$ cat src/sv/tmp_pkg.sv
// Shared types and constants for the temporal mask persistence block.
package tmp_pkg;

    localparam int unsigned WINDOW_DEF       = 8;
    localparam int unsigned FRAME_PIXELS_DEF = 262144;

    localparam int unsigned PIX_W   = 8;
    localparam int unsigned THR_W   = 8;
    localparam int unsigned PADDR_W = 3;
    localparam int unsigned PDATA_W = 32;

    localparam logic [PIX_W-1:0] SET_VALUE    = 8'hFF;
    localparam logic [THR_W-1:0] THRESH_RESET = 8'd4;

    // Register index, taken from paddr[2].
    localparam logic REG_THRESH = 1'b0;

    typedef struct packed {
        logic [PIX_W-1:0] mask_pixel;
        logic             frame_end;
    } t_in;

    typedef struct packed {
        logic persistent;
        logic window_full;
        logic frame_end_out;
    } t_out;

    typedef struct packed {
        logic newbit;
        logic frame_end;
        logic full;
    } t_flags;

endpackage

$ cat src/sv/tmp_rmw.sv
// Read-modify-write stage: history/count update, forwarding and output register.
module tmp_rmw #(
    parameter  int unsigned WINDOW       = tmp_pkg::WINDOW_DEF,
    parameter  int unsigned FRAME_PIXELS = tmp_pkg::FRAME_PIXELS_DEF,
    localparam int unsigned POS_W        = (FRAME_PIXELS > 1) ? $clog2(FRAME_PIXELS) : 1,
    localparam int unsigned PLANE_W      = (WINDOW > 1) ? $clog2(WINDOW) : 1,
    localparam int unsigned CNT_W        = $clog2(WINDOW + 1),
    localparam int unsigned ENT_W        = WINDOW + CNT_W
) (
    input  logic                      i_clk,
    input  logic                      i_rst_n,
    input  logic                      i_acc,
    input  logic [POS_W-1:0]          i_pos,
    input  logic [PLANE_W-1:0]        i_plane,
    input  tmp_pkg::t_flags           i_flags,
    input  logic [ENT_W-1:0]          i_rdata,
    input  logic [tmp_pkg::THR_W-1:0] i_thresh,
    output logic                      o_s1_ready,
    output logic                      o_we,
    output logic [POS_W-1:0]          o_waddr,
    output logic [ENT_W-1:0]          o_wdata,
    output logic                      o_out_valid,
    input  logic                      i_out_ready,
    output tmp_pkg::t_out             o_out
);

    logic                 r_s1_valid, n_s1_valid;
    logic [POS_W-1:0]     r_s1_pos;
    logic [PLANE_W-1:0]   r_s1_plane;
    tmp_pkg::t_flags      r_s1_flags;
    logic                 r_fwd;
    logic [ENT_W-1:0]     r_fwd_data;
    logic                 r_out_valid, n_out_valid;
    tmp_pkg::t_out        r_out;

    logic                 s1_adv;
    logic [ENT_W-1:0]     entry;
    logic [WINDOW-1:0]    hist, n_hist;
    logic [CNT_W-1:0]     cnt, cnt_dec, cnt_new;
    logic                 oldbit;
    tmp_pkg::t_out        res;

    assign s1_adv     = r_s1_valid && (!r_out_valid || i_out_ready);
    assign o_s1_ready = !r_s1_valid || s1_adv;

    // Entry written on the same edge this one was read is taken from the bypass.
    assign entry  = r_fwd ? r_fwd_data : i_rdata;
    assign hist   = entry[WINDOW-1:0];
    assign cnt    = entry[ENT_W-1:WINDOW];
    assign oldbit = hist[r_s1_plane];

    always_comb begin
        n_hist             = hist;
        n_hist[r_s1_plane] = r_s1_flags.newbit;
        cnt_dec            = (oldbit && (cnt != '0)) ? cnt - 1'b1 : cnt;
        cnt_new            = (r_s1_flags.newbit && (cnt_dec < CNT_W'(WINDOW)))
                             ? cnt_dec + 1'b1 : cnt_dec;
        res.window_full    = r_s1_flags.full;
        res.persistent     = r_s1_flags.full && (8'(cnt_new) >= i_thresh);
        res.frame_end_out  = r_s1_flags.frame_end;
    end

    assign o_we    = s1_adv;
    assign o_waddr = r_s1_pos;
    assign o_wdata = {cnt_new, n_hist};

    always_comb begin
        n_s1_valid = r_s1_valid;
        if (i_acc) begin
            n_s1_valid = 1'b1;
        end else if (s1_adv) begin
            n_s1_valid = 1'b0;
        end
        n_out_valid = r_out_valid;
        if (s1_adv) begin
            n_out_valid = 1'b1;
        end else if (i_out_ready) begin
            n_out_valid = 1'b0;
        end
    end

    always_ff @(posedge i_clk) begin
        if (!i_rst_n) begin
            r_s1_valid  <= 1'b0;
            r_out_valid <= 1'b0;
            r_fwd       <= 1'b0;
        end else begin
            r_s1_valid  <= n_s1_valid;
            r_out_valid <= n_out_valid;
            if (i_acc) begin
                r_fwd <= s1_adv && (i_pos == r_s1_pos);
            end
        end
    end

    always_ff @(posedge i_clk) begin
        if (i_acc) begin
            r_s1_pos   <= i_pos;
            r_s1_plane <= i_plane;
            r_s1_flags <= i_flags;
            r_fwd_data <= o_wdata;
        end
        if (s1_adv) begin
            r_out <= res;
        end
    end

    assign o_out_valid = r_out_valid;
    assign o_out       = r_out;

    a_no_overrun: assert property (@(posedge i_clk) disable iff (!i_rst_n)
        i_acc |-> (!r_s1_valid || s1_adv))
        else $error("stage 1 overwritten while holding a transaction");

    a_count_range: assert property (@(posedge i_clk) disable iff (!i_rst_n)
        s1_adv |-> (cnt_new <= CNT_W'(WINDOW)))
        else $error("set count exceeds window");

    a_pers_full: assert property (@(posedge i_clk) disable iff (!i_rst_n)
        r_out_valid |-> (!r_out.persistent || r_out.window_full))
        else $error("persistent flagged before window full");

    a_out_loaded: assert property (@(posedge i_clk) disable iff (!i_rst_n)
        s1_adv |=> r_out_valid)
        else $error("processed transaction did not reach output register");

endmodule

$ cat config.mk
export PLATFORM = sky130hd
export DESIGN_NAME = tmp_rmw
export DESIGN_NICKNAME = d
export VERILOG_FILES = /design/src/sv/tmp_pkg.sv /design/src/sv/tmp_rmw.sv
export SDC_FILE = /design/constraint.sdc
export NUM_CORES = 1
export LEC_CHECK = 0
export BUFFER_PORTS_ARGS = -buffer_cell sky130_fd_sc_hd__buf_2
export CAP_MARGIN = 15
export CORE_UTILIZATION = 45
export DETAILED_ROUTE_END_ITERATION = 7
export PLACE_DENSITY = 0.8
export REMOVE_ABC_BUFFERS = 1
export SLEW_MARGIN = 20
export SYNTH_ARGS = -nofsm -noshare
export SYNTH_HDL_FRONTEND = slang
export SYNTH_SLANG_ARGS = --single-unit
$ cat constraint.sdc
create_clock -name i_clk -period 3.45 [get_ports i_clk]
set_clock_uncertainty 0.1 [all_clocks]
set_input_delay 0.69 -clock i_clk [delete_from_list [all_inputs] [get_ports i_clk]]
set_output_delay 0.69 -clock i_clk [all_outputs]
set_load 0.01 [all_outputs]
==> results of run 1 <==
==> power breakdown <==
group          leakage, uW  internal (uW)  switching, uW  total [uW]
Sequential        0.000405            603           27.4         631
Combinational     0.000839            158            137         295
Clock            0.0000517            209            163         373
Total              0.00130            971            328        1300
==> state kept, by name, indices dropped and copies added, names as in the netlist <==
signal / flops
r_s1_flags: 3
o_out_valid: 1
o_out: 3
r_s1_plane: 3
r_fwd: 1
o_waddr: 18
r_s1_valid: 1
r_fwd_data: 12
==> cell type report <==
class / instances / area share
repair buffers: 107 / 0.202
clock buffers: 5 / 0.0219
flip-flops and latches: 42 / 0.394
well taps: 67 / 0.0267
clock inverters: 2 / 0.0108
inverters: 6 / 0.00718
multi-input cells: 119 / 0.338
==> logic make-up (layout without fill, tap and decap cells) <==
family,Yosys count,in the layout,synth area share
compound gates,23,23,0.0816
flops,42,42,0.539
simple gates,46,46,0.114
fa+ha+maj,7,7,0.0383
buf+inv,10,120,0.0274
mux,21,21,0.115
xor+xnor,22,22,0.0843
==> layout by cell type (no fill, tap or decap), types with 2 or more instances in the layout <==
master    count
mux2_2        6
a21oi_1       4
clkbuf_8      5
ha_1          6
nor3_1        3
a21o_1        3
mux2i_1       8
buf_4        22
o221ai_2      2
buf_2        81
and2_4        2
nand2_1       9
nor2_1        7
buf_12        2
nor2b_1       5
xnor2_1      14
edfxtp_1     39
o21a_1        4
nand4_1       4
nor4_1        3
mux2i_2       3
xor2_1        8
mux4_2        2
inv_1         6
buf_6         2
nand2b_1      3
dfxtp_1       2
==> critical path, delay by kind of cell <==
family	cells	cell delay, ps
fa+ha+maj	1	200
simple gates	1	130
mux	2	740
buf+inv	2	280
xor+xnor	1	210
compound gates	3	460
==> what timing repair did <==
| action | in CTS | in global routing |
|---|---|---|
| pin swaps | 5 | 4 |
| setup buffers | 5 | 3 |
| resized for setup | 8 | 12 |
| setup endpoints to repair | 5 | 5 |
==> metrics by stage <==
stage               cells  area (sq um)  utilization  setup TNS, ps
finish                348          3140        0.651          -74.6
global route          348          3140        0.651           -321
CTS                   345          3040        0.631          -27.0
detailed placement    334          2870        0.596           -433
global placement      334          2870        0.596           -359
floorplan             167          2250            -           -397
==> metal layers <==
layer  GRT usage  vias to the layer above
met5           0                        -
met4      0.0610                        0
met3      0.0480                        8
met2       0.318                       68
met1       0.215                      812
li1            -                      865
==> worst max path at each step <==
stage	from	to	cells past startpoint
6_report	i_rdata[3]	o_wdata[10]	10
5_1_grt	i_rdata[3]	o_wdata[10]	10
4_1_cts	r_fwd$_SDFFE_PN0P_	o_wdata[10]	11
3_5_place_dp	i_rdata[7]	o_out[2]$_DFFE_PP_	13
3_3_place_gp	i_rdata[7]	o_out[2]$_DFFE_PP_	13
2_1_floorplan	r_fwd$_SDFFE_PN0P_	o_out[2]$_DFFE_PP_	12
==> results by group, run 1 <==
Detailed routing
  – Met3 wire length: 290 um
  – Drt total wl: 4.91 mm
  – Initial DRC Count: 118
  – Via count: 1753
  – WL per Instance: 14.1 um
  – 1st-pass router iterations: 4
  – DRT antenna net count: 0
  – Max Used Layer: met4
  – Met2 Routed Length: 2.41 mm
  – DR DRC count: 0
  – M1 WL: 2.13 mm
  – Via density: 5.04

Worst setup path
  – Arrival time at the worst endpoint: 2710 ps
  – CP Cell Sequence: buf_2 -> mux4_2 -> a22oi_4 -> a32oi_4 -> mux2i_2 -> ha_2 -> and2_4 -> o221ai_2 -> xnor2_1 -> buf_2
  – Setup Crit Path Kind: input pin to output pin
  – Setup crit start kind: input pin
  – Critical Path End Type: output pin
  – Reg2Reg Setup Slack: 20 ps
  – Slowest-stage cell, CP: mux4_2
  – Crit-path most repeated cell: buf_2
  – Worst-path fanout max: 2
  – R2r startpoint: r_fwd$_SDFFE_PN0P_
  – R2R depth: 14
  – FF-to-FF End: o_out[2]$_DFFE_PP_
  – Slowest stage delay, CP: 490 ps
  – Crit path required time: 2660 ps

Synth
  – Mean Syn Cell Area: 13.4 sq um
  – Post-synthesis cell area: 2290 sq um
  – Most frequent cells after synthesis: edfxtp_1, xnor2_1, mux2i_1
  – Sequential fraction of the synthesis area: 0.539
  – Synth Register Bits: 42
  – Synth area leaders: edfxtp_1, xnor2_1, mux2i_1
  – Async S/R FF share, synth: 0
  – Top cell type's share of synthesized area: 0.512
  – Yosys cell types: 45
  – Number of flops mapped to enable cells by yosys: 39
  – Synth Warn #: 0
  – Leading area contributor after synthesis: edfxtp_1
  – Top FF cell, synth: edfxtp_1
  – Count leader, synth: edfxtp_1
  – Synthesized instance count: 171

CTS
  – Clock sink total: 42
  – Clock Latency Late Sink: 290 ps
  – CTS hold repair buffers: 0
  – Clk buf depth: 2
  – Total CTS buffers: 5
  – CTS tree: built
  – Reg clk slew, reported paths: 80 ps
  – Root Driver: clkbuf_8
  – H-tree depth: 2

Final layout
  – Reg area: 1230 sq um
  – Nets@finish: 336
  – Diode count: 0
  – Filler cell count: 402
  – Area delta synth->final: 37.2%
  – Multi-input combinational cell area: 1060 sq um
  – Share of post-route cells with drive strength above 1: 0.505

Place
  – I/O Buffers: 83
  – DP Worst Slack: -187 ps
  – HPWL Detailed: 3.65 mm
  – Routability cong.: 0.843

Pwr
  – Overall power: 1300 uW
  – Worst-case vdd ir drop: 276 uV
  – Pwr Density: 414 nW/um^2
  – P_leak: 0.00130 uW

Floorplan
  – Die height: 73.3 um
  – IO Pins: 84
  – Die area: 5370 sq um
  – Initial cell density of the core: 0.475
  – Die Width: 73.3 um
  – Core ar.: 4820 sq um
  – Count of standard-cell rows: 25

Worst hold path
  – Min-delay src: r_s1_flags[1]$_DFFE_PP_
  – Hold Crit Class: register to register
  – Hold endpoint: o_out[0]$_DFFE_PP_
  – WHS Path Cells: 0

STA
  – Final hold viol count: 0
  – Hold Slack: 324 ps
  – Setup violations, final: 2
  – Clock period minus worst slack: 3500 ps
  – Worst Max-Slew Pin Slew: 464 ps
  – Slew Limit Headroom: 0.691
  – Fmax: 0.285 GHz
  – Final Cycle Share: 1.02
  – Final max-slew violation count: 0
  – Unrepaired setup endpoints after global routing: yes
  – Final setup margin: -53.4 ps

Global route
  – Overflow after GRT: 0
  – Largest net degree at the start of global routing: 22
  – Initial antenna violation count: 0
  – Vias in the first global route: 1694
  – Global-route wire length before repair: 7.31 mm
  – Gr usage total: 0.181

Run
  – Max cap viols: 0

Status
  – Failing checks: negative setup slack
  – Status: finished, violations left
Note: power is estimated with default switching activity, not from simulation.
==> run 2: changes to the inputs <==
Settings changed: CORE_MARGIN from default to 10.
==> run 2 against run 1 <==
  * The run still ends with negative setup slack left
  * Combinational power decreased by 3%
  * Routed wire length rose by 11%
  * Cell count is 0.57% lower
  * Via count shrank 0.34%
  * Hold slack improved by 8.7 ps
  * Largest cell class unchanged
  * Highest routed layer unchanged
==> results by group, run 2 (synthesis gave the netlist of run 1 again) <==
Status
  – Status: finished, violations left
  – Failing checks: negative setup slack

Global route
  – Gr usage total: 0.124
  – Vias in the first global route: 1803
  – Overflow after GRT: 0
  – Largest net degree at the start of global routing: 26
  – Initial antenna violation count: 0
  – Global-route wire length before repair: 8.45 mm

Place
  – Placed insts: 334
  – I/O Buffers: 83
  – Routability cong.: 0.909
  – HPWL Detailed: 4.30 mm

CTS
  – H-tree depth: 2
  – CTS tree: built
  – Clock Latency Late Sink: 300 ps
  – Clk buf depth: 2
  – CTS hold repair buffers: 0
  – Reg clk slew, reported paths: 80 ps
  – Root Driver: clkbuf_8
  – Clock sink total: 42
  – Total CTS buffers: 5

STA
  – Final max-slew violation count: 0
  – Setup violations, final: 2
  – Final hold viol count: 0
  – Final Cycle Share: 1.02
  – Hold Slack: 333 ps
  – Final setup margin: -53.1 ps
  – Clock period minus worst slack: 3500 ps
  – Fmax: 0.285 GHz
  – Slew Limit Headroom: 0.665
  – Worst Max-Slew Pin Slew: 501 ps
  – Unrepaired setup endpoints after global routing: yes

Floorplan
  – IO Pins: 84
  – Count of standard-cell rows: 25
  – Die height: 91.3 um
  – Initial cell density of the core: 0.475
  – Die Width: 91.3 um
  – Core ar.: 4820 sq um
  – Die area: 8330 sq um

Pwr
  – Clock power share: 0.254
  – Worst-case vdd ir drop: 310 uV
  – Switching power share of the total: 0.271
  – Int Pwr: 897 uW
  – Combinational share of power: 0.233
  – Seq pwr share: 0.513
  – P_leak: 0.00127 uW
  – Pwr Density: 402 nW/um^2
  – Switching pwr: 334 uW

Worst setup path
  – Setup Crit Path Kind: input pin to output pin
  – Setup crit start kind: input pin
  – Delay-heaviest family, CP: multiplexers
  – Crit path required time: 2660 ps
  – Crit-path most repeated cell: buf_2
  – Critical Path End Type: output pin
  – R2r startpoint: r_fwd$_SDFFE_PN0P_
  – Worst-path fanout max: 2
  – CP Cell Sequence: buf_2 -> mux4_2 -> a22oi_4 -> a32oi_2 -> mux2i_2 -> ha_2 -> and2_1 -> o221ai_2 -> xnor2_2 -> buf_2
  – Slowest stage delay, CP: 490 ps
  – Setup crit start: i_rdata[7]
  – Buf+Inv Stages, Crit Path: 2
  – Arrival time at the worst endpoint: 2710 ps
  – Slowest-stage cell, CP: mux4_2

Detailed routing
  – 1st-pass router iterations: 4
  – Via density: 5.05
  – Initial DRC Count: 54
  – WL per Instance: 15.8 um
  – DRT antenna net count: 0
  – DR DRC count: 0
  – Drt total wl: 5.46 mm
  – Via count: 1747

Final layout
  – Commonest cells after routing, fill and taps aside: buf_2, edfxtp_1, buf_4
  – Number of flip-flops in the largest register: 18
  – Nets@finish: 333
  – Share of post-route cells with drive strength above 1: 0.502
  – Layout Cells excl Fill: 346
  – Commonest non-fill, non-tap cell in the layout: buf_2
  – Filler cell count: 411
  – Area delta synth->final: 34.0%
  – Diode count: 0

Worst hold path
  – Hold Crit Class: register to register
  – Min-delay src: r_s1_flags[1]$_DFFE_PP_

Run
  – Max cap viols: 0
-- run 2: worst reg2reg max path: cells and delay by family, from the launching register on --
| kind | cells | cell delay, ps |
|---|---|---|
| buffers and inverters | 2 | 210 |
| muxes | 2 | 840 |
| and+or+nand+nor | 1 | 50 |
| adders and majority gates | 2 | 530 |
| xor gates and xnor gates | 1 | 240 |
| AOI/OAI and AO/OA | 5 | 820 |
| DFF | 1 | 420 |
-- run 2: power groups by stage --
stage | clock network [uW] | registers, uW | logic, uW
2_1_floorplan | 0 | 647 | 131
3_3_place_gp | 0 | 641 | 257
3_5_place_dp | 0 | 642 | 264
4_1_cts | 325 | 632 | 275
5_1_grt | 349 | 637 | 313
6_report | 312 | 632 | 287
-- run 2: worst paths after layout --
path,end,slack [ps],depth (start not counted)
worst min register to register,o_out[0]$_DFFE_PP_,330,0
worst min-delay path,o_out[0]$_DFFE_PP_,330,0
worst max register to register,o_out[2]$_DFFE_PP_,0,13
worst max-delay path,o_wdata[10],-50,10
-- run 2: layout make-up --
| cell class | count | area, sq um | share of cell area |
|---|---|---|---|
| Sequential cell | 42 | 1230 | 0.403 |
| Clock inverter | 2 | 13.8 | 0.00449 |
| Tap cell | 67 | 83.8 | 0.0274 |
| Multi-Input combinational cell | 119 | 1050 | 0.344 |
| Inverter | 6 | 22.5 | 0.00735 |
| Timing Repair Buffer | 104 | 583 | 0.190 |
| Clock buffer | 6 | 72.6 | 0.0237 |
-- run 2: through the flow --
step / power, uW / TNS [ps] / cell area, sq um / setup WS, ps / utilization
6_report: 1230 / -68.2 / 3060 / -53.1 / 0.636
5_1_grt: 1300 / -334 / 3060 / -152 / 0.636
4_1_cts: 1230 / 0 / 3010 / 4.18 / 0.625
3_5_place_dp: 906 / -447 / 2870 / -199 / 0.596
3_3_place_gp: 898 / -342 / 2870 / -142 / 0.596
2_1_floorplan: 779 / -397 / 2250 / -313 / -
-- run 2: metal layers --
layer	vias up	share of wire	global-route usage
met3	4	0.082	0.0626
met5	-	0	0
met1	821	0.43	0.139
li1	862	-	-
met2	60	0.48	0.203
met4	0	0.0057	0.0326
-- run 2: timing repair --
item                       CTS  global route
setup buffers                3             2
gates resized for setup      8             8
pin swaps                    5             7
setup endpoints to repair    5             4
