### src/sv/tmp_pkg.sv
// Shared types and constants for the temporal mask persistence block.
package tmp_pkg;

    localparam int unsigned WINDOW_DEF       = 8;
    localparam int unsigned FRAME_PIXELS_DEF = 262144;

    localparam int unsigned PIX_W   = 8;
    localparam int unsigned THR_W   = 8;
    localparam int unsigned PADDR_W = 3;
    localparam int unsigned PDATA_W = 32;

    localparam logic [PIX_W-1:0] SET_VALUE    = 8'hFF;
    localparam logic [THR_W-1:0] THRESH_RESET = 8'd4;

    // Register index, taken from paddr[2].
    localparam logic REG_THRESH = 1'b0;

    typedef struct packed {
        logic [PIX_W-1:0] mask_pixel;
        logic             frame_end;
    } t_in;

    typedef struct packed {
        logic persistent;
        logic window_full;
        logic frame_end_out;
    } t_out;

    typedef struct packed {
        logic newbit;
        logic frame_end;
        logic full;
    } t_flags;

endpackage

### src/sv/tmp_ctrl.sv
// Frame sequencing: pixel position, ring plane, frame count and post-reset clear pass.
module tmp_ctrl #(
    parameter  int unsigned WINDOW       = tmp_pkg::WINDOW_DEF,
    parameter  int unsigned FRAME_PIXELS = tmp_pkg::FRAME_PIXELS_DEF,
    localparam int unsigned POS_W        = (FRAME_PIXELS > 1) ? $clog2(FRAME_PIXELS) : 1,
    localparam int unsigned PLANE_W      = (WINDOW > 1) ? $clog2(WINDOW) : 1
) (
    input  logic                 i_clk,
    input  logic                 i_rst_n,
    input  logic                 i_acc,
    input  logic                 i_frame_end,
    output logic [POS_W-1:0]     o_pos,
    output logic [PLANE_W-1:0]   o_plane,
    output logic                 o_full,
    output logic                 o_clearing,
    output logic [POS_W-1:0]     o_clr_addr
);

    localparam int unsigned FS_W    = $clog2(WINDOW + 1);

    logic [POS_W-1:0]   r_pos,    n_pos;
    logic [PLANE_W-1:0] r_plane,  n_plane;
    logic [FS_W-1:0]    r_frames, n_frames;
    logic               r_clear,  n_clear;
    logic [POS_W-1:0]   r_clr,    n_clr;
    logic               frame_done;

    assign frame_done = i_frame_end || (r_pos == POS_W'(FRAME_PIXELS - 1));

    always_comb begin
        n_pos    = r_pos;
        n_plane  = r_plane;
        n_frames = r_frames;
        if (i_acc) begin
            if (frame_done) begin
                n_pos   = '0;
                n_plane = (r_plane == PLANE_W'(WINDOW - 1)) ? '0 : r_plane + 1'b1;
                if (r_frames < FS_W'(WINDOW)) begin
                    n_frames = r_frames + 1'b1;
                end
            end else begin
                n_pos = r_pos + 1'b1;
            end
        end
    end

    always_comb begin
        n_clear = r_clear;
        n_clr   = r_clr;
        if (r_clear) begin
            if (r_clr == POS_W'(FRAME_PIXELS - 1)) begin
                n_clear = 1'b0;
            end else begin
                n_clr = r_clr + 1'b1;
            end
        end
    end

    always_ff @(posedge i_clk) begin
        if (!i_rst_n) begin
            r_pos    <= '0;
            r_plane  <= '0;
            r_frames <= '0;
            r_clear  <= 1'b1;
            r_clr    <= '0;
        end else begin
            r_pos    <= n_pos;
            r_plane  <= n_plane;
            r_frames <= n_frames;
            r_clear  <= n_clear;
            r_clr    <= n_clr;
        end
    end

    assign o_pos      = r_pos;
    assign o_plane    = r_plane;
    assign o_full     = (r_frames >= FS_W'(WINDOW - 1));
    assign o_clearing = r_clear;
    assign o_clr_addr = r_clr;

endmodule

### config.mk
export PLATFORM = sky130hd
export DESIGN_NAME = tmp_ctrl
export DESIGN_NICKNAME = d
export VERILOG_FILES = /design/src/sv/tmp_pkg.sv /design/src/sv/tmp_ctrl.sv
export SDC_FILE = /design/constraint.sdc
export NUM_CORES = 1
export LEC_CHECK = 0
export BUFFER_PORTS_ARGS = -buffer_cell sky130_fd_sc_hd__buf_2
export CORE_ASPECT_RATIO = 2
export CORE_MARGIN = 2
export CORE_UTILIZATION = 54
export CTS_CLUSTER_SIZE = 40
export DETAILED_ROUTE_END_ITERATION = 6
export PLACE_DENSITY = 0.9
export SYNTH_ARGS = -nofsm -noshare
export SYNTH_HDL_FRONTEND = slang
export SYNTH_SLANG_ARGS = --single-unit
### constraint.sdc
create_clock -name i_clk -period 1.9 [get_ports i_clk]
set_input_delay 0.19 -clock i_clk [delete_from_list [all_inputs] [get_ports i_clk]]
set_output_delay 0.19 -clock i_clk [all_outputs]
set_load 0.005 [all_outputs]
==> metrics.md, run 1 <==
| Metric | Value |
|---|---|
| Die Y | `94.4 um` |
| Fillers | `335` |
| # H-tree levels | `2` |
| Crit path time final | `around 1.8 ns` |
| Status | `finished, final reports clean` |
| Antenna viol nets, final | `0` |
| XOR/XNOR share of the synthesized area | `4.76%` |
| Post-Syn Nets | `266` |
| Post-synthesis sequential area ratio | `between 30% and 40%` |
| Final std cells w/o fill | `between 300 and 400` |
| Gr usage total | `around a quarter` |
| Post-Synth Simple-Gate Area | `30.2%` |
| Hold Worst Slack | `0.269 ns` |
| Initial core utilization | `56.9%` |
| Final setup vio count | `0` |
| Top_reg_cell synth | `dfxtp_1` |
| Resize count post-CTS | `0` |
| Slew @ Worst Pin | `0.444 ns` |
| Drt total wl | `roughly 5500 um` |
| Critical path class | `flop to flop` |
| Worst VDD drop | `0.000513 V` |
| I/O Pins | `45` |
| RSZ-0062 raised after global routing | `false` |
| Post-synth EDFFs | `0` |
| Buf+Inv Stages, Crit Path | `0` |
| Cells after DPL | `364` |
| Syn Inst Count | `257` |
| Root Driver | `clkbuf_8` |
| Area of the multi-input gates | `0.00125 mm^2` |
| Arr. time, crit path | `1.99 ns` |
| DRC | `0` |
| WL/cell | `14.9 um` |
| GP Congestion | `0.801` |
| Core Util, Final | `68.8%` |
| Multiplexer area fraction after synthesis | `7.25%` |
| Final cycle utilization of the critical path | `93.0%` |
| Max-slew violations | `0` |
| DP HPWL | `roughly 4200 um` |
| Worst-Skew Late Latency | `0.29 ns` |
| Post-synthesis cell type count | `41` |
| CTS Buf Count | `5` |
| Synth Area in Compound Gates | `11.6%` |
| Syn Area/Cell | `between 8 and 9 um^2` |
| Initial antenna violation count | `0` |
| Type of origin of the critical path | `flop` |
| Async S/R FF share, synth | `0%` |
| Required time of the critical path | `around 2.1 ns` |
| Setup bufs post-CTS | `0` |
| Count of nets after finishing | `roughly 330` |
| Hold_buf cts | `0` |
| Total number of yosys warnings | `0` |
| Router iterations before antenna repair | `4` |
| Pleak | `1.10 nW` |
| Final Skew | `around 0.0084 ns` |
| Core area | `0.00388 mm^2` |
| First-pass GRT wire length | `9330 um` |
| Relative slew slack | `between 70 and 80%` |
| Final hold vios | `0` |
| Crit. End Element | `flop` |
| Clk sinks | `44` |
| MaxCap Viol Count | `0` |
| Layout cells sized above 1 | `23.1%` |
| Worst-path cell chain | `nand4_1 -> or4_1 -> or3_1 -> a21oi_1` |
| Max Root-Sink Buffers | `2` |
| Quantity of I/O buffers inserted on ports | `44` |
| Crit-path max FO | `4` |
| Row count | `32` |
| Clock Pin Slew Worst Setup and Hold Paths | `0.08 ns` |
| CTS tree | `yes` |
| Largest family of logic cells by synthesized area | `simple AND/OR/NAND/NOR gates` |
| Diode count | `0` |
| DR vias | `2195` |
| Worst Hold Class | `input pin to flop` |
| Max Freq | `566 MHz` |
| Cell family with most CP delay | `simple AND/OR/NAND/NOR gates` |
| FF+latch count, synth | `44` |
| Area growth syn-to-layout | `21.1%` |
| Pwr dens | `598 mW/mm^2` |
| Storage cell area | `around 880 um^2` |
| DIE AREA | `0.00465 mm^2` |
| Slowest stage delay, CP | `0.63 ns` |
| Setup TNS | `0 ns` |
| DRT iter0 DRCs | `72` |
| Avg Vias per Cell | `5.92` |
| Vias in the first global route | `about 2200` |
| Die width | `~49 um` |
| Adder-cell share of the synthesized area | `2.83%` |
| Grt total ovfl | `0` |
| CP max stage cell | `or4_1` |
| Cell Area, Synth | `0.00221 mm^2` |
| Largest net degree at the start of global routing | `28` |
cell families after synthesis:
kind of cell,after synthesis
muxes,16
xor gates and xnor gates,12
AOI/OAI and AO/OA,38
and+or+nand+nor,126
DFF,44
adders and majority gates,5
buffers and inverters,16
tightest hold or removal path: stages:
cell and delay [ns]:
buf_2 0.18, nand2_1 0.09, mux2i_1 0.05
cell usage in the layout, fill, tap and decap left out, types with 2 or more instances in the layout:
cell type  Yosys  routed
buf_2          1      44
dfxtp_1       44      44
nand2_1       36      36
buf_4          0      20
nor2_1        18      18
mux2i_1       16      16
nand3_1       13      13
a21oi_1       12      12
nand4_1       11      11
nand2b_1      10      10
xnor2_1        8       8
nor4_1         7       7
inv_1          7       7
nor3_1         6       6
or3_1          6       6
o21ai_0        6       6
or4_1          5       5
ha_1           5       5
clkbuf_8       0       5
and4_1         4       4
o31ai_1        4       4
xor2_1         4       4
and3_1         3       3
a211oi_1       3       3
o41ai_1        2       2
nor2b_1        2       2
a31oi_1        2       2
a41oi_1        2       2
o211ai_1       2       2
report_power, final:
group	switching (mW)	internal (mW)	total [mW]
registers	0.0121	0.935	0.947
logic	0.0615	0.0454	0.107
clock network	0.296	0.250	0.546
total	0.369	1.23	1.60
flip-flops by register name, indices dropped and copies added, names as in the netlist:
register,cells
o_clearing,1
o_clr_addr,18
o_plane,3
o_pos,18
r_frames,4
cell usage after synthesis, types with 2 or more instances:
cell type	n	area [um^2]
a21oi_1	12	60.1
or3_1	6	37.5
and4_1	4	35.0
inv_1	7	26.3
o211ai_1	2	15.0
nor3_1	6	30.0
o31ai_1	4	30.0
nand3_1	13	65.1
nand4_1	11	68.8
nor4_1	7	43.8
o21ai_0	6	30.0
nand2_1	36	135
a31oi_1	2	12.5
xor2_1	4	35.0
ha_1	5	62.6
mux2i_1	16	160
buf_6	2	22.5
nor2b_1	2	12.5
or4_1	5	37.5
nand2b_1	10	62.6
nor2_1	18	67.6
a41oi_1	2	17.5
o41ai_1	2	17.5
clkbuf_1	4	15.0
dfxtp_1	44	881
a211oi_1	3	22.5
xnor2_1	8	70.1
and3_1	3	18.8
cell type report:
class | instances | area share [%]
clock buffers | 6 | 2.71
clock inverters | 1 | 0.187
inverters | 8 | 1.12
multi-input cells | 197 | 46.8
flip-flops and latches | 44 | 32.9
well taps | 51 | 2.39
repair buffers | 64 | 13.9
final timing paths:
kind / startpoint / to / slack [ns] / cells after the start
max: o_pos[10]$_SDFFE_PN0P_ / o_pos[17]$_SDFFE_PN0P_ / 0.13 / 4
min: i_rst_n / r_frames[1]$_SDFFE_PN0P_ / 0.27 / 3
min reg2reg: r_frames[1]$_SDFFE_PN0P_ / r_frames[1]$_SDFFE_PN0P_ / 0.48 / 2
max reg2reg: o_pos[10]$_SDFFE_PN0P_ / o_pos[17]$_SDFFE_PN0P_ / 0.13 / 4
routing by layer:
metal / track usage [%] / routed length, um / up-vias
li1: - / - / 1065
met1: 23.9 / 2010 / 1035
met2: 50.8 / 3200 / 85
met3: 3.32 / 227 / 10
met4: 12.9 / 107 / 0
met5: 0 / 0 / -
metrics by stage:
stage	power [mW]	setup slack [ns]	instance area, um^2
final	1.60	0.132	2670
after global routing	1.67	0.0165	2670
after CTS	1.62	0.136	2670
after detailed placement	1.08	0.147	2600
after global placement	1.07	0.229	2600
after floorplan	1.03	0.210	2210
Note: power is estimated with default switching activity, not from simulation.
==> run 2: changes to the inputs <==
--- a/config.mk
+++ b/config.mk
@@ -8,10 +8,10 @@
 export BUFFER_PORTS_ARGS = -buffer_cell sky130_fd_sc_hd__buf_2
 export CORE_ASPECT_RATIO = 2
 export CORE_MARGIN = 2
-export CORE_UTILIZATION = 54
+export CORE_UTILIZATION = 35
 export CTS_CLUSTER_SIZE = 40
 export DETAILED_ROUTE_END_ITERATION = 6
-export PLACE_DENSITY = 0.9
+export PLACE_DENSITY_LB_ADDON = 0.05
 export SYNTH_ARGS = -nofsm -noshare
 export SYNTH_HDL_FRONTEND = slang
 export SYNTH_SLANG_ARGS = --single-unit
==> metrics.md, run 2 (synthesized netlist as in run 1, its figures left out) <==
| Metric | Value |
|---|---|
| Status | `finished, final reports clean` |
| DRC | `0 (unchanged)` |
| Root Driver | `clkbuf_16` |
| Gr usage total | `16.3% (-9.0 points)` |
| RSZ-0062 raised after global routing | `false` |
| Slew @ Worst Pin | `0.468 ns (+0.0242 ns)` |
| Met1 Use GR | `22.7% (-1.2 points)` |
| Drt total wl | `5210 um (-5.9%)` |
| Avg Vias per Cell | `5.09 (-14%)` |
| Layout cells sized above 1 | `23.2% (+0.072 points)` |
| Hold_buf cts | `0 (unchanged)` |
| Quantity of I/O buffers inserted on ports | `44 (unchanged)` |
| Slowest stage delay, CP | `0.58 ns (-0.05 ns)` |
| DP HPWL | `3810 um (-9.9%)` |
| Storage cell area | `882 um^2 (+0.14%)` |
| Worst r2r dst | `o_pos[17]$_SDFFE_PN0P_` |
| Required time of the critical path | `2.12 ns (about the same)` |
| Initial core utilization | `35.6% (-21 points)` |
| WL/cell | `12.9 um (-14%)` |
| Most frequent cells in the layout | `buf_2, dfxtp_1, nand2_1` |
| Resize count post-CTS | `0 (unchanged)` |
| Area of the multi-input gates | `0.00126 mm^2 (+0.40%)` |
| Pleak | `1.13 nW (+2.4%)` |
| Type of origin of the critical path | `flop` |
| Die Y | `116 um (+23%)` |
| GP Congestion | `0.801 (about the same)` |
| Final hold vios | `0 (unchanged)` |
| Setup bufs post-CTS | `0 (unchanged)` |
| Setup TNS | `0 ns (unchanged)` |
| I/O Pins | `45 (unchanged)` |
| Count of nets after finishing | `327 (-0.61%)` |
| Die width | `60.2 um (+22%)` |
| MaxCap Viol Count | `0 (unchanged)` |
| Largest net degree at the start of global routing | `39 (+39%)` |
| Path depth of the worst reg2reg path | `4 (unchanged)` |
| Hold Crit Endpoint | `o_clr_addr[6]$_SDFFE_PN0P_` |
| Worst R2R Start | `o_pos[5]$_SDFFE_PN0P_` |
| Max Freq | `573 MHz (+1.2%)` |
| Final setup vio count | `0 (unchanged)` |
| # H-tree levels | `2 (unchanged)` |
| FF-to-FF setup slack | `0.15 ns (+0.02 ns)` |
| Crit-path max FO | `5 (+1)` |
| CTS Buf Count | `5 (unchanged)` |
| Vias in the first global route | `1798 (-16%)` |
| Pwr dens | `689 mW/mm^2 (+15%)` |
| Crit path time final | `1.75 ns (-0.0216 ns)` |
| Final cycle utilization of the critical path | `91.9% (-1.1 points)` |
| Worst-path cell chain | `nand3_1 -> or4_1 -> or3_1 -> a21oi_1` |
| DIE AREA | `0.00700 mm^2 (+51%)` |
| Final Skew | `0.00314 ns (-0.00528 ns)` |
| Initial antenna violation count | `0 (unchanged)` |
| Clk sinks | `44 (unchanged)` |
| Arr. time, crit path | `1.96 ns (-0.03 ns)` |
| First-pass GRT wire length | `8610 um (-7.7%)` |
| Cell Area, Placed | `0.00264 mm^2 (+1.6%)` |
| Grt met3 use | `4.10% (+0.77 points)` |
| CP max stage cell | `or4_1` |
| DR vias | `2063 (-6.0%)` |
| Area growth syn-to-layout | `26.3%` |
| Final Instance Area | `0.00279 mm^2 (+4.4%)` |
| Routing usage on met2 | `23.3% (-28 points)` |
| DRT iter0 DRCs | `69 (-4.2%)` |
| Critical path class | `flop to flop` |
| Hold Path Stages | `3 (unchanged)` |
| Worst VDD drop | `0.000612 V (+19%)` |
| Core area | `0.00621 mm^2 (+60%)` |
| Hold path start | `i_rst_n` |
| Diode count | `0 (unchanged)` |
| Grt total ovfl | `0 (unchanged)` |
| Fillers | `643 (+92%)` |
| Gr busiest metal | `met2` |
| Max-slew violations | `0 (unchanged)` |
| Worst-Skew Late Latency | `0.29 ns (about the same)` |
| Relative slew slack | `68.5% (-1.5 points)` |
| Crit. Startpoint | `o_pos[5]$_SDFFE_PN0P_` |
| CTS tree | `yes` |
| Row count | `41 (+28%)` |
| Router iterations before antenna repair | `4 (unchanged)` |
| Worst Hold Class | `input pin to flop` |
| Commonest non-fill, non-tap cell in the layout | `buf_2` |
| Max Root-Sink Buffers | `2 (unchanged)` |
| Clock Pin Slew Worst Setup and Hold Paths | `0.06 ns (-0.02 ns)` |
| Crit. End Element | `flop` |
| Antenna viol nets, final | `0 (unchanged)` |
-- run 2: changes by cell type in the layout (fill, tap and decap cells not counted), sizes merged --
cell	change
buf	-2
clkbuf	+2
clkinv	-1
-- run 2: stage by stage --
stage	power [mW]	std cells	worst slack [ns]	hold slack [ns]	utilization, %
2_1_floorplan	1.03	257	0.210	0.390	-
3_3_place_gp	1.07	397	0.214	0.461	42.5
3_5_place_dp	1.07	397	0.168	0.473	42.5
4_1_cts	1.97	405	0.153	0.305	44.8
5_1_grt	2.01	405	0.0534	0.323	45.0
6_report	1.92	405	0.154	0.303	45.0
-- run 2: area by class of cell --
class / count / area share, %
multi-input combinational: 197 / 45.0
inverter: 8 / 1.08
sequential: 44 / 31.6
tap: 86 / 3.86
timing repair buffer: 62 / 13.2
clock buffer: 8 / 5.25
-- run 2: how the worst max path moves through the flow --
| stage | cells after the start | slack, ns | end |
|---|---|---|---|
| after global placement | 4 | 0.21 | o_pos[16]$_SDFFE_PN0P_ |
| after global routing | 4 | 0.05 | o_pos[17]$_SDFFE_PN0P_ |
| final | 4 | 0.15 | o_pos[17]$_SDFFE_PN0P_ |
| after detailed placement | 5 | 0.17 | o_pos[10]$_SDFFE_PN0P_ |
| after CTS | 4 | 0.15 | o_pos[17]$_SDFFE_PN0P_ |
| after floorplan | 6 | 0.21 | o_pos[11]$_SDFFE_PN0P_ |
-- run 2: routing by layer --
layer	share of wire, %	vias up
li1	-	1056
met1	48	970
met2	46	30
met3	3.9	7
met4	2.1	0
met5	0	-
-- run 2: critical path, delay by kind of cell, from the launching register on --
family	cells	cell delay [ns]
simple gates	3	1.08
flops	1	0.45
compound gates	1	0.15
-- run 2: report_power, final --
part,internal [mW],switching (mW),total [mW]
Combinational,0.0450,0.0583,0.103
Clock,0.525,0.345,0.869
Sequential,0.936,0.0129,0.949
==> run 3: changes to the inputs <==
--- a/config.mk
+++ b/config.mk
@@ -6,9 +6,10 @@
 export NUM_CORES = 1
 export LEC_CHECK = 0
 export BUFFER_PORTS_ARGS = -buffer_cell sky130_fd_sc_hd__buf_2
+export CAP_MARGIN = 20
 export CORE_ASPECT_RATIO = 2
 export CORE_MARGIN = 2
-export CORE_UTILIZATION = 35
+export CORE_UTILIZATION = 40
 export CTS_CLUSTER_SIZE = 40
 export DETAILED_ROUTE_END_ITERATION = 6
 export PLACE_DENSITY_LB_ADDON = 0.05
==> metrics.md, run 3 (synthesized netlist as in run 1, its figures left out) <==
| Metric | Value |
|---|---|
| Worst VDD drop | `0.000815 V (+33%)` |
| MaxCap Viol Count | `0 (unchanged)` |
| Relative slew slack | `67.7% (-0.78 points)` |
| CTS tree | `yes` |
| Storage cell area | `881 um^2 (-0.14%)` |
| Combinational power share | `5.8% (+0.4 points)` |
| Clk sinks | `44 (unchanged)` |
| Crit. Startpoint | `o_clr_addr[0]$_SDFFE_PN0P_` |
| Layout cells sized above 1 | `23.2% (unchanged)` |
| P_sw | `416 uW (about the same)` |
| Core Util, Final | `50.6% (+5.7 points)` |
| Stages on the worst setup path | `5 (+1)` |
| Met3 WL | `239 um (+18%)` |
| I/O Pins | `45 (unchanged)` |
| DR vias | `2113 (+2.4%)` |
| Die Y | `109 um (-6.2%)` |
| DP HPWL | `4320 um (+13%)` |
| Gr usage total | `20.0% (+3.7 points)` |
| Sw frac | `23.3% (+1.6 points)` |
| Slew @ Worst Pin | `0.480 ns (+0.0117 ns)` |
| Count of nets after finishing | `327 (unchanged)` |
| Clock Pin Slew Worst Setup and Hold Paths | `0.09 ns (+0.03 ns)` |
| Crit-path max FO | `7 (+2)` |
| Required time of the critical path | `2.15 ns (+0.03 ns)` |
| Critical path class | `flop to flop` |
| DRT met1 WL | `2090 um (-17%)` |
| DRT iter0 DRCs | `63 (-8.7%)` |
| Fillers | `548 (-15%)` |
| Largest net degree at the start of global routing | `33 (-15%)` |
| Crit. End Element | `flop` |
| Area of the multi-input gates | `0.00126 mm^2 (+0.10%)` |
| Initial core utilization | `41.1% (+5.5 points)` |
| Buf+Inv Stages, Crit Path | `0 (unchanged)` |
| Final hold vios | `0 (unchanged)` |
| Crit path time final | `1.75 ns (+0.00575 ns)` |
| Top sig layer | `met4` |
| Die width | `56.5 um (-6.0%)` |
| Cell family with most CP delay | `simple AND/OR/NAND/NOR gates` |
| Pleak | `1.11 nW (-1.4%)` |
| Max-slew violations | `0 (unchanged)` |
| GP Congestion | `0.816 (+1.9%)` |
| CTS Buf Count | `5 (unchanged)` |
| Path depth of the worst reg2reg path | `5 (+1)` |
| Final Instance Area | `0.00272 mm^2 (-2.6%)` |
| Worst R2R Start | `o_clr_addr[0]$_SDFFE_PN0P_` |
| Row count | `38 (-7.3%)` |
| Vias in the first global route | `2051 (+14%)` |
| Area growth syn-to-layout | `23.1%` |
| Quantity of I/O buffers inserted on ports | `44 (unchanged)` |
| DRC | `0 (unchanged)` |
| WL/cell | `15.0 um (+16%)` |
| Sequential power share | `53.1% (+3.7 points)` |
| Worst r2r dst | `o_clr_addr[6]$_SDFFE_PN0P_` |
| Cell Area, Placed | `0.00261 mm^2 (-1.2%)` |
| Slowest stage delay, CP | `0.52 ns (-0.06 ns)` |
| Worst Hold Class | `input pin to flop` |
| Type of origin of the critical path | `flop` |
| Drt total wl | `5670 um (+8.7%)` |
| First-pass GRT wire length | `9520 um (+10%)` |
| Status | `finished, final reports clean` |
| Max Root-Sink Buffers | `2 (unchanged)` |
| Final cycle utilization of the critical path | `92.2% (+0.30 points)` |
| Worst-Skew Late Latency | `0.32 ns (+0.03 ns)` |
| Router iterations before antenna repair | `4 (unchanged)` |
| Setup TNS | `0 ns (unchanged)` |
| RSZ-0062 raised after global routing | `false` |
| # H-tree levels | `2 (unchanged)` |
| Root Driver | `clkbuf_8` |
| Grt total ovfl | `0 (unchanged)` |
| Core area | `0.00537 mm^2 (-13%)` |
| Pwr dens | `657 mW/mm^2 (-4.6%)` |
| Antenna viol nets, final | `0 (unchanged)` |
| DIE AREA | `0.00617 mm^2 (-12%)` |
| Int Pwr | `1.37 mW (-9.0%)` |
| CP max stage cell | `or4_1` |
| End point of the critical path | `o_clr_addr[6]$_SDFFE_PN0P_` |
| Most frequent cells in the layout | `buf_2, dfxtp_1, nand2_1` |
| Avg Vias per Cell | `5.58 (+9.5%)` |
| Clk pwr share | `41.1% (-4.1 points)` |
| Final setup vio count | `0 (unchanged)` |
| Met2 routed WL | `3100 um (+30%)` |
| Worst-path cell chain | `ha_1 -> and4_1 -> nand2_1 -> or4_1 -> a21oi_1` |
| Diode count | `0 (unchanged)` |
| Arr. time, crit path | `2.00 ns (+0.04 ns)` |
| Initial antenna violation count | `0 (unchanged)` |
| Final Skew | `0.00770 ns (+0.00456 ns)` |
| FF-to-FF setup slack | `0.15 ns (about the same)` |
| Max Freq | `571 MHz (-0.33%)` |
-- run 3: metrics by stage --
step / cells / setup WS (ns) / power [mW] / hold WS, ns
global route: 379 / 0.00729 / 1.86 / 0.197
CTS: 379 / 0.117 / 1.81 / 0.179
detailed placement: 371 / 0.140 / 1.08 / 0.477
global placement: 371 / 0.147 / 1.07 / 0.467
floorplan: 257 / 0.210 / 1.03 / 0.390
finish: 379 / 0.148 / 1.79 / 0.191
-- run 3: worst register-to-register path, cell delays in order, from the launching register on --
cell	delay, ns
dfxtp_1	0.34
ha_1	0.22
and4_1	0.26
nand2_1	0.19
or4_1	0.52
a21oi_1	0.15
-- run 3: layer usage --
metal  track usage [%]  vias to the layer above
met5                 0                        -
met4              13.1                        0
met3              4.51                       16
met2              36.1                       50
met1              19.9                      984
li1                  -                     1063
-- run 3: area by class of cell --
type	count	share of cell area [%]
Multi-Input combinational cell	197	46.2
Sequential cell	44	32.4
Timing Repair Buffer	62	13.5
Tap cell	60	2.76
Clock buffer	6	2.67
Clock inverter	2	1.29
Inverter	8	1.10
-- run 3: power groups by stage --
| stage | registers (mW) | clock network [mW] | logic [mW] |
|---|---|---|---|
| after floorplan | 0.971 | 0 | 0.0631 |
| after global placement | 0.970 | 0 | 0.105 |
| after detailed placement | 0.971 | 0 | 0.106 |
| after CTS | 0.949 | 0.758 | 0.106 |
| after global routing | 0.952 | 0.786 | 0.117 |
| final | 0.949 | 0.734 | 0.104 |
-- run 3: timing repair --
item,CTS,global route
hold buffers,0,0
hold endpoints to repair,0,0
resized for setup,0,1
buffers inserted,0,0
setup endpoints to repair,0,1
-- run 3: worst min-delay path by stage --
stage / start / to / depth (start not counted)
finish: i_rst_n / o_clr_addr[9]$_SDFFE_PN0P_ / 3
global route: i_rst_n / o_clr_addr[9]$_SDFFE_PN0P_ / 3
CTS: i_rst_n / o_clr_addr[9]$_SDFFE_PN0P_ / 3
detailed placement: r_frames[2]$_SDFFE_PN0P_ / r_frames[2]$_SDFFE_PN0P_ / 2
global placement: r_frames[1]$_SDFFE_PN0P_ / r_frames[1]$_SDFFE_PN0P_ / 2
floorplan: i_rst_n / o_clr_addr[12]$_SDFFE_PN0P_ / 2
